--- src/sv/dbt_pkg.sv ---
// Package: shared types, constants and cell-index helpers for the board transform store.
`timescale 1ns / 1ps
package dbt_pkg;

  // Geometry and storage
  localparam int SIDE       = 9;
  localparam int PLANES     = 16;
  localparam int VALUE_BITS = 32;

  localparam int CELLS   = SIDE * SIDE;
  localparam int STRIDE  = CELLS + 1;
  localparam int DEPTH   = PLANES * STRIDE;
  localparam int ADDR_W  = $clog2(DEPTH);
  localparam int COORD_W = $clog2(SIDE);
  localparam int CELL_W  = $clog2(CELLS + 1);

  // Fixed port widths
  localparam int PLANE_W = 4;
  localparam int REQ_W   = 7;
  localparam int VIEW_W  = 3;
  localparam int DATA_W  = 32;

  // Queue between front and back
  localparam int QDEPTH = 2;
  localparam int PTR_W  = $clog2(QDEPTH);
  localparam int CNT_W  = $clog2(QDEPTH + 1);

  // Codes
  localparam logic OP_WRITE     = 1'b0;
  localparam logic OP_READ      = 1'b1;
  localparam logic STATUS_OK    = 1'b0;
  localparam logic STATUS_RANGE = 1'b1;

  // Classified command handed from front to back
  typedef struct packed {
    logic                  is_read;
    logic                  bad;
    logic [ADDR_W-1:0]     addr;
    logic [VALUE_BITS-1:0] value;
  } cmd_t;

  // Row of a row-major cell index (cell below CELLS)
  function automatic logic [COORD_W-1:0] row_of(input logic [CELL_W-1:0] c);
    logic [COORD_W-1:0] r;
    r = '0;
    for (int k = 1; k < SIDE; k++) begin
      if (int'(c) >= k * SIDE) r = COORD_W'(k);
    end
    return r;
  endfunction

endpackage

--- src/sv/dbt_queue.sv ---
// Short command queue decoupling the front end from the store back end.
`timescale 1ns / 1ps
module dbt_queue (
  input  logic          clk,
  input  logic          rst_n,
  input  logic          push,
  input  dbt_pkg::cmd_t push_data,
  output logic          full,
  input  logic          pop,
  output logic          not_empty,
  output dbt_pkg::cmd_t pop_data
);
  import dbt_pkg::*;

  cmd_t             entry_r [QDEPTH];
  logic [PTR_W-1:0] wr_ptr_r, wr_ptr_nxt;
  logic [PTR_W-1:0] rd_ptr_r, rd_ptr_nxt;
  logic [CNT_W-1:0] count_r, count_nxt;

  assign full      = (int'(count_r) == QDEPTH);
  assign not_empty = (count_r != '0);
  assign pop_data  = entry_r[rd_ptr_r];

  // Pointer and occupancy update
  always_comb begin
    wr_ptr_nxt = wr_ptr_r;
    rd_ptr_nxt = rd_ptr_r;
    if (push) wr_ptr_nxt = (int'(wr_ptr_r) == QDEPTH - 1) ? '0 : wr_ptr_r + PTR_W'(1);
    if (pop)  rd_ptr_nxt = (int'(rd_ptr_r) == QDEPTH - 1) ? '0 : rd_ptr_r + PTR_W'(1);
    count_nxt = count_r + CNT_W'(push) - CNT_W'(pop);
  end

  always_ff @(posedge clk) begin
    if (!rst_n) begin
      wr_ptr_r <= '0;
      rd_ptr_r <= '0;
      count_r  <= '0;
    end else begin
      wr_ptr_r <= wr_ptr_nxt;
      rd_ptr_r <= rd_ptr_nxt;
      count_r  <= count_nxt;
    end
  end

  // Entry storage
  always_ff @(posedge clk) begin
    if (push) entry_r[wr_ptr_r] <= push_data;
  end

  // Checks
  a_count_bound: assert property (@(posedge clk) disable iff (!rst_n)
    int'(count_r) <= QDEPTH) else $error("queue count over depth");
  a_no_pop_empty: assert property (@(posedge clk) disable iff (!rst_n)
    pop |-> not_empty) else $error("pop from empty queue");
  a_ptr_gap: assert property (@(posedge clk) disable iff (!rst_n)
    (count_r == '0) |-> (wr_ptr_r == rd_ptr_r)) else $error("pointers apart while empty");

endmodule

--- config.mk ---
export PLATFORM = sky130hd
export DESIGN_NAME = dbt_queue
export DESIGN_NICKNAME = d
export VERILOG_FILES = /design/src/sv/dbt_pkg.sv /design/src/sv/dbt_queue.sv
export SDC_FILE = /design/constraint.sdc
export NUM_CORES = 1
export LEC_CHECK = 0
export BUFFER_PORTS_ARGS = -buffer_cell sky130_fd_sc_hd__buf_2
export CAP_MARGIN = 20
export CORE_MARGIN = 1.5
export CORE_UTILIZATION = 50
export DETAILED_ROUTE_END_ITERATION = 8
export PLACE_DENSITY = 0.81
export SYNTH_ARGS = -nofsm -noshare
export SYNTH_HDL_FRONTEND = slang
export SYNTH_SLANG_ARGS = --single-unit
--- constraint.sdc ---
create_clock -name clk -period 5.55 [get_ports clk]
set_input_delay 1.11 -clock clk [delete_from_list [all_inputs] [get_ports clk]]
set_output_delay 1.11 -clock clk [all_outputs]
set_load 0.005 [all_outputs]
==> metrics.cfg <==
[clock_tree]
cts_resized=0
h-tree-depth=3
cts_tree=yes
cts_setup_buffers=0
clk_path_buf_depth=2
cts_root_buf=clkbuf_8
hold_buffers=0
clkTransAtPathRegs_ps=80
insertion_delay_ps=340
cts-buffers-inserted=9
cts_sinks=95

[sta]
skew_ps=6.99
rsz0062_at_grt=no
layout_worst_path_cycle_share=0.586
period_needed_ps=3250
worst_pin_slew_ps=611
slew_violations=0
setup-tns-final_ps=0
max_freq_mhz=307
maxSlewHeadroom=0.592
hold_viol=0
setup_violations=0

[floorplan]
row_count=31
core_um2=7180
chipWidth_um=88.8
die_area_um2=7880
io_pins=96
die_h_um=88.8
start_util=0.513

[final_layout]
final_common_cell=buf_2
areaGrowthSynthToFinish_pct=20.1
drive_gt1_frac=0.596
diodes=0
final_cell_mix=95 x buf_2, 90 x edfxtp_1, 40 x mux2_4
nFillCells=544
finalNetCount=316

[grt]
grt_pass1_vias=1795
grt_antenna_before_repair=0
grt_max_degree=46
grt_overflow=0
track_usage=0.154
grt_pass1_wl_um=8740

[route]
first_iter_violations=69
first_pass_iters=4
drt-total-wl_um=6030
final_antenna_net_count=0
viasPerCell=4.75
drc=0
vias=1752
wire_per_inst_um=16.3

[power_and_ir_drop]
cellPowerDensity_nw_per_um2=327
leakagePower_nw=1.77
peakVddDrop_mv=0.242
power_mw=1.45

[place]
hpwl_um=3940
port_buffers=95
gp_congestion=0.642

[critical_path]
cp_cell_sequence=buf_4 > mux2_2 > buf_2
cpPeakStageDelay_ps=710
cp_max_fo=28
critPathKind=reg2out
start_kind=flip-flop
cp-end-kind=output pin
critical_path_arrival_ps=2140
crit_required_ps=4440
slowest_stage=dfxtp_2

[synthesis]
yosys.area_share.simple=0.0153
yosysTopAreaCellShare=0.735
synth_top_family_by_area=multiplexers
postSynthAreaPerCell_um2=22.8
synth_fa_ha_area_frac=0.00680
yosysSeqAreaShare=0.762
synth-xor-area-share=0.00850
synthesis.nets=212
ys.warnings.count=0
syn_area_um2=3680
synth_compound_area_frac=0.00204
ys_seq_elements=95
ys_top_cells_by_area=edfxtp_1 73%, mux2_4 16%, dfxtp_1 2.7%, buf_12 2.2%, mux2_2 1.5%
synth_cell_types=14
synth_top_area_cell=edfxtp_1
synthMuxAreaShare=0.179
synth_cells=161

[run]
cap_viol_max_count=0

[hold_path]
hold_class=reg2reg

[run_status]
status=completed

[cells in the mapped netlist]
library cell and instances:
buf_12 4, mux2_2 5, nor2b_1 4, buf_6 1, xor2_1 1, or2_2 1, and2_1 4, edfxtp_1 90
o21a_1 1, dfxtp_1 5, ha_1 2, inv_1 2, mux2_4 40, xnor3_1 1
[registers in the layout (all words and copies together), names as in the netlist, named ones only]
| signal | count |
|---|---|
| count_r | 2 |
| entry_r | 90 |
| rd_ptr_r | 1 |
| wr_ptr_r | 1 |
[final cells by class]
cell class                 count  area, um^2  area share
sequential                    95        2800       0.634
multi-input combinational     59         786       0.178
timing repair buffer          98         510       0.116
clock buffer                   9         124      0.0280
tap                           99         124      0.0280
clock inverter                 7        63.8      0.0144
inverter                       2        7.51     0.00170
[per-layer routing]
layer / global-route usage / vias up / part of all wire
met5: 0 / - / 0
met4: 0.0724 / 0 / 0.014
met3: 0.0317 / 7 / 0.027
met2: 0.263 / 45 / 0.55
met1: 0.187 / 871 / 0.41
li1: - / 829 / -
[kinds of logic (layout without fill, tap and decap cells)]
logic type,count (synthesis),in the layout
AND/OR/NAND/NOR,9,9
AO/OA/AOI/OAI,1,1
multiplexers,45,45
adder cells (fa/ha/maj),2,2
flip-flops,95,95
buffers and inverters,7,116
XOR/XNOR,2,2
[path summary, 6_finish.rpt]
| check | from | endpoint | slack [ps] | depth (start not counted) |
|---|---|---|---|---|
| max | flip-flop | pop_data[34] | 2300 | 3 |
| min | rd_ptr_r$_SDFFE_PN0P_ | flip-flop | 600 | 2 |
| max reg2reg | wr_ptr_r$_SDFFE_PN0P_ | entry_r[1][31]$_DFFE_PP_ | 4140 | 2 |
| min reg2reg | rd_ptr_r$_SDFFE_PN0P_ | flip-flop | 600 | 2 |
[through the flow]
| step | hold slack (ps) | setup WS [ps] | area (um^2) | instances | util |
|---|---|---|---|---|---|
| final | 597 | 2300 | 4420 | 369 | 0.616 |
| after global routing | 635 | 2190 | 4420 | 369 | 0.616 |
| after global placement | 560 | 2680 | 4210 | 352 | 0.587 |
| after floorplan | 555 | 1950 | 3680 | 161 | - |
| after CTS | 604 | 2260 | 4400 | 368 | 0.613 |
| after detailed placement | 583 | 2650 | 4210 | 352 | 0.587 |
[worst max-delay path: cells and delay by family, from the launching register on]
kind	cells	cell delay, ps
mux	1	400
flops	1	710
buf+inv	2	660
[power breakdown]
| part | switching, mW | internal [mW] |
|---|---|---|
| Combinational | 0.0697 | 0.104 |
| Clock | 0.223 | 0.204 |
| Sequential | 0.0184 | 0.827 |
Note: power is estimated with default switching activity, not from simulation.
