File: config.mk
export PLATFORM = sky130hd
export DESIGN_NAME = dbt_front
export DESIGN_NICKNAME = d
export VERILOG_FILES = /design/src/sv/dbt_pkg.sv /design/src/sv/dbt_front.sv
export SDC_FILE = /design/constraint.sdc
export NUM_CORES = 1
export LEC_CHECK = 0
export BUFFER_PORTS_ARGS = -buffer_cell sky130_fd_sc_hd__clkbuf_2
export CELL_PAD_IN_SITES_DETAIL_PLACEMENT = 0
export CELL_PAD_IN_SITES_GLOBAL_PLACEMENT = 2
export CORE_AREA = 4 4 88 90
export CTS_CLUSTER_SIZE = 16
export DETAILED_ROUTE_END_ITERATION = 10
export DIE_AREA = 0 0 92 94
export PLACE_DENSITY_LB_ADDON = 0.3
export SETUP_SLACK_MARGIN = 0.15
export SYNTH_ARGS = -nofsm -noshare
export SYNTH_HDL_FRONTEND = slang
export SYNTH_SLANG_ARGS = --single-unit
export TNS_END_PERCENT = 100
File: constraint.sdc
create_clock -name clk -period 12.05 [get_ports clk]
set_input_delay 0.6025 -clock clk [delete_from_list [all_inputs] [get_ports clk]]
set_output_delay 0.6025 -clock clk [all_outputs]
set_load 0.01 [all_outputs]
File: src/sv/dbt_pkg.sv
// Package: shared types, constants and cell-index helpers for the board transform store.
`timescale 1ns / 1ps
package dbt_pkg;

  // Geometry and storage
  localparam int SIDE       = 9;
  localparam int PLANES     = 16;
  localparam int VALUE_BITS = 32;

  localparam int CELLS   = SIDE * SIDE;
  localparam int STRIDE  = CELLS + 1;
  localparam int DEPTH   = PLANES * STRIDE;
  localparam int ADDR_W  = $clog2(DEPTH);
  localparam int COORD_W = $clog2(SIDE);
  localparam int CELL_W  = $clog2(CELLS + 1);

  // Fixed port widths
  localparam int PLANE_W = 4;
  localparam int REQ_W   = 7;
  localparam int VIEW_W  = 3;
  localparam int DATA_W  = 32;

  // Queue between front and back
  localparam int QDEPTH = 2;
  localparam int PTR_W  = $clog2(QDEPTH);
  localparam int CNT_W  = $clog2(QDEPTH + 1);

  // Codes
  localparam logic OP_WRITE     = 1'b0;
  localparam logic OP_READ      = 1'b1;
  localparam logic STATUS_OK    = 1'b0;
  localparam logic STATUS_RANGE = 1'b1;

  // Classified command handed from front to back
  typedef struct packed {
    logic                  is_read;
    logic                  bad;
    logic [ADDR_W-1:0]     addr;
    logic [VALUE_BITS-1:0] value;
  } cmd_t;

  // Row of a row-major cell index (cell below CELLS)
  function automatic logic [COORD_W-1:0] row_of(input logic [CELL_W-1:0] c);
    logic [COORD_W-1:0] r;
    r = '0;
    for (int k = 1; k < SIDE; k++) begin
      if (int'(c) >= k * SIDE) r = COORD_W'(k);
    end
    return r;
  endfunction

endpackage

File: src/sv/dbt_front.sv
// Front end: holds the pass flag, range-checks requests and maps view targets to store addresses.
`timescale 1ns / 1ps
module dbt_front (
  input  logic                          clk,
  input  logic                          rst_n,
  input  logic                          cfg_we,
  input  logic                          cfg_wdata,
  input  logic                          in_op,
  input  logic [dbt_pkg::PLANE_W-1:0]   in_plane,
  input  logic [dbt_pkg::REQ_W-1:0]     in_cell_req,
  input  logic [dbt_pkg::VIEW_W-1:0]    in_view,
  input  logic [dbt_pkg::DATA_W-1:0]    in_cell_value,
  output dbt_pkg::cmd_t                 cmd
);
  import dbt_pkg::*;

  logic               pass_included_r;
  logic [CELL_W-1:0]  cell_idx;
  logic [COORD_W-1:0] ti, tj, ri, rj, si;
  logic [CELL_W-1:0]  src;
  logic               bad;
  logic               is_pass;

  // Configuration register
  always_ff @(posedge clk) begin
    if (!rst_n) begin
      pass_included_r <= 1'b0;
    end else if (cfg_we) begin
      pass_included_r <= cfg_wdata;
    end
  end

  // Range check
  always_comb begin
    cell_idx = CELL_W'(in_cell_req);
    is_pass  = (int'(in_cell_req) == CELLS);
    bad      = (int'(in_plane) >= PLANES) || (int'(in_cell_req) > CELLS) ||
               (is_pass && !pass_included_r);
  end

  // Target coordinates, quarter turns, then optional row flip
  always_comb begin
    ti = row_of(cell_idx);
    tj = COORD_W'(cell_idx - CELL_W'(ti) * CELL_W'(SIDE));
    case (in_view[1:0])
      2'd0: begin
        ri = ti;
        rj = tj;
      end
      2'd1: begin
        ri = COORD_W'(SIDE - 1) - tj;
        rj = ti;
      end
      2'd2: begin
        ri = COORD_W'(SIDE - 1) - ti;
        rj = COORD_W'(SIDE - 1) - tj;
      end
      2'd3: begin
        ri = tj;
        rj = COORD_W'(SIDE - 1) - ti;
      end
      default: begin
        ri = ti;
        rj = tj;
      end
    endcase
    si = in_view[2] ? COORD_W'(SIDE - 1) - ri : ri;
    // pass slot reads through in every view; writes go straight to the target
    if (is_pass || in_op == OP_WRITE) begin
      src = cell_idx;
    end else begin
      src = CELL_W'(si) * CELL_W'(SIDE) + CELL_W'(rj);
    end
  end

  // Command out to the queue
  always_comb begin
    cmd.is_read = (in_op == OP_READ);
    cmd.bad     = bad;
    cmd.addr    = ADDR_W'(in_plane) * ADDR_W'(STRIDE) + ADDR_W'(src);
    cmd.value   = VALUE_BITS'(in_cell_value);
  end

endmodule

==> results.cfg <==
[timing]
max_freq_ghz = 0.1190
maxSlewHeadroom_pct = 41.29
setup_viol = 0
worst_slew_pin_slew_ns = 0.8711
fin_skew_ns = 0
period_minus_slack_ns = 8.406
finalMaxSlewViolations = 0
setup-tns-final_ns = 0
finalCritPeriodShare_pct = 69.76
hold_violations = 0
rsz0062_at_grt = false

[synth]
synth_edf_count = 0
synth-xor-area-share_pct = 13.00
async_flop_share_pct = 0
synthMuxAreaShare_pct = 7.609
synth_top_family_by_area = adder cells
yosysSeqAreaShare_pct = 1.077
yosysWarnings = 0
synth_cell_types = 49
syn-num-nets = 320
avgSynthCellArea_um2 = 7.940
syn_inst = 234
mappedNetlistArea_um2 = 1858
synthAdderAreaFrac_pct = 25.19
synth_area_leaders = ha_1 (21%), buf_4 (14%), xnor2_1 (8.5%)
synth.largest_area_cell = ha_1
synth_top_area_share_pct = 20.88
synth_compound_area_share_pct = 21.35
ys.flop_type = dfxtp_1
synth-simple-area-share_pct = 12.12
synth_seq_cells = 1

[layout]
area_delta_synth_final_pct = -1.010
finalNonFillerCells = 321
drive_gt1_share_pct = 18.92
top_register = pass_included_r
top_regs = pass_included_r x1
n_antenna_cell = 0
largest_register_ffs = 1
fin_nets = 310
n_fill_cell = 801

[setup_path]
cp_data_required_time_ns = 11.45
slowest_stage = fa_1
crit_path_end_kind = primary output
path_max_fanout = 16
path_common_cell = ha_1
startpoint_type = primary input
crit_type = primary input to primary output
cp.arrival_ns = 7.80
max_stage_delay_ns = 0.58

[floorplanning]
io_pins = 96
die_x_um = 92
row_count = 31
initial_core_util_pct = 26.32
die_area_um2 = 8648
core_area_um2 = 7059
fp.dieH_um = 94

[placed_design]
routabilityCongestion = 0.7321
port_buffers = 31
hpwlAfterDp_mm = 3.447
dp_cells = 321

[clock_tree]
clk_pin_slew_ns = 0
cts_hold_buf = 0
post-cts-setup-buffers = 0
clk_latency_ns = 0
cts_resized = 0

[drt]
wl_mm = 4.039
dr.pass1.iters = 4
routedWlPerCell_um = 12.58
via_count = 1510
ant_nets = 0
vias_per_cell = 4.704
drt_iter0_drc = 65
drc = 0

[power]
power_density_nw_per_um2 = 162.8
total_leakage_power_nw = 0.8821
vdd_drop_max_uv = 107.4

[worst_hold_path]
worstHoldPathType = flip-flop to flip-flop

[global_route]
antenna_found_initial = 0
track_usage_pct = 9.293
globalRoute.totalOverflow = 0
grt_pass1_vias = 1490
grt_pass1_wl_mm = 6.886
grt_max_degree = 17

[run]
cap_violations = 0

[status]
status = finished clean
-- cell usage in the layout (no fill, tap or decap), types with 2 or more instances in the layout --
master	netlist	routed
mux2_2	5	5
nor2_1	7	7
a21oi_1	17	17
fa_1	4	4
nand2_1	10	10
a21o_1	6	6
a211oi_1	2	2
nand3_1	2	2
clkbuf_2	0	31
nor4_1	3	3
xor2_1	7	7
o31a_1	3	3
mux2i_1	4	4
o21ai_0	10	10
nor3_1	5	5
inv_1	17	17
o21ai_1	2	2
nand4_1	2	2
ha_1	31	31
nor2b_1	2	2
o21bai_1	2	2
xnor2_1	18	18
o21a_1	2	2
nand2b_1	4	4
a31oi_1	3	3
mux4_2	2	2
and2_1	2	2
-- metrics by stage --
step	instance area [µm²]	total power [W]	utilization, %	hold WS (ns)	worst slack [ns]
6_report	1839	0.0002994	26.05	0.4972	3.644
5_1_grt	1839	0.0003389	26.05	0.5639	3.140
4_1_cts	1839	0.0003076	26.05	0.5050	3.531
3_5_place_dp	1839	0.0003051	26.05	0.5050	3.569
3_3_place_gp	1839	0.0003067	26.05	0.4952	3.503
2_1_floorplan	1858	0.0002350	-	0.4733	4.434
-- synth_stat cells (3+ instances only) --
library cell,number
mux2_2,5
a31oi_1,3
nand2_1,10
inv_1,17
o31a_1,3
xor2_1,7
xnor2_1,18
buf_2,4
mux2i_1,4
nor3_1,5
a21oi_1,17
o21ai_0,10
clkbuf_1,3
ha_1,31
nand2b_1,4
nor2_1,7
buf_4,35
fa_1,4
nor4_1,3
a21o_1,6
-- power breakdown --
group	internal [W]	total (W)	switching (W)
sequential	0.00000358	0.00000365	0.0000000726
clock	0	0	0
combinational	0.000136	0.000296	0.000160
-- cell type report --
cell class,instances,area (µm²),area share [%]
sequential,1,20.02,1.088
timing repair buffer,31,155.1,8.435
inverter,18,67.56,3.673
multi-input combinational,172,1473,80.07
tap,99,123.9,6.735
-- metal layers --
layer	vias to the layer above	global-route usage (%)	part of all wire [%]
li1	782	-	-
met1	697	12.54	50
met2	31	16.91	47
met3	0	1.042	3.0
met4	0	0	0
met5	-	0	0
-- worst paths after layout --
path                    from              end  slack [ns]  depth (start not counted)
max           in_cell_req[2]          cmd[42]        3.64                         30
max reg2reg  pass_included_r  pass_included_r       11.48                          2
min reg2reg  pass_included_r  pass_included_r        0.50                          2
min          pass_included_r  pass_included_r        0.50                          2
-- critical path, delay by kind of cell --
family	cells	cell delay, ns
muxes	3	1.12
buffers and inverters	6	0.70
adders and majority gates	9	3.01
and+or+nand+nor	3	0.57
AOI/OAI and AO/OA	9	1.81
-- kinds of logic (layout without fill, tap and decap cells) --
logic type / after synthesis / after routing
multiplexers: 11 / 11
AND/OR/NAND/NOR: 41 / 41
adder cells (fa/ha/maj): 35 / 35
flip-flops: 1 / 1
AO/OA/AOI/OAI: 59 / 59
buffers and inverters: 61 / 49
XOR/XNOR: 26 / 26
No activity file was read; power rests on OpenSTA's default activity.
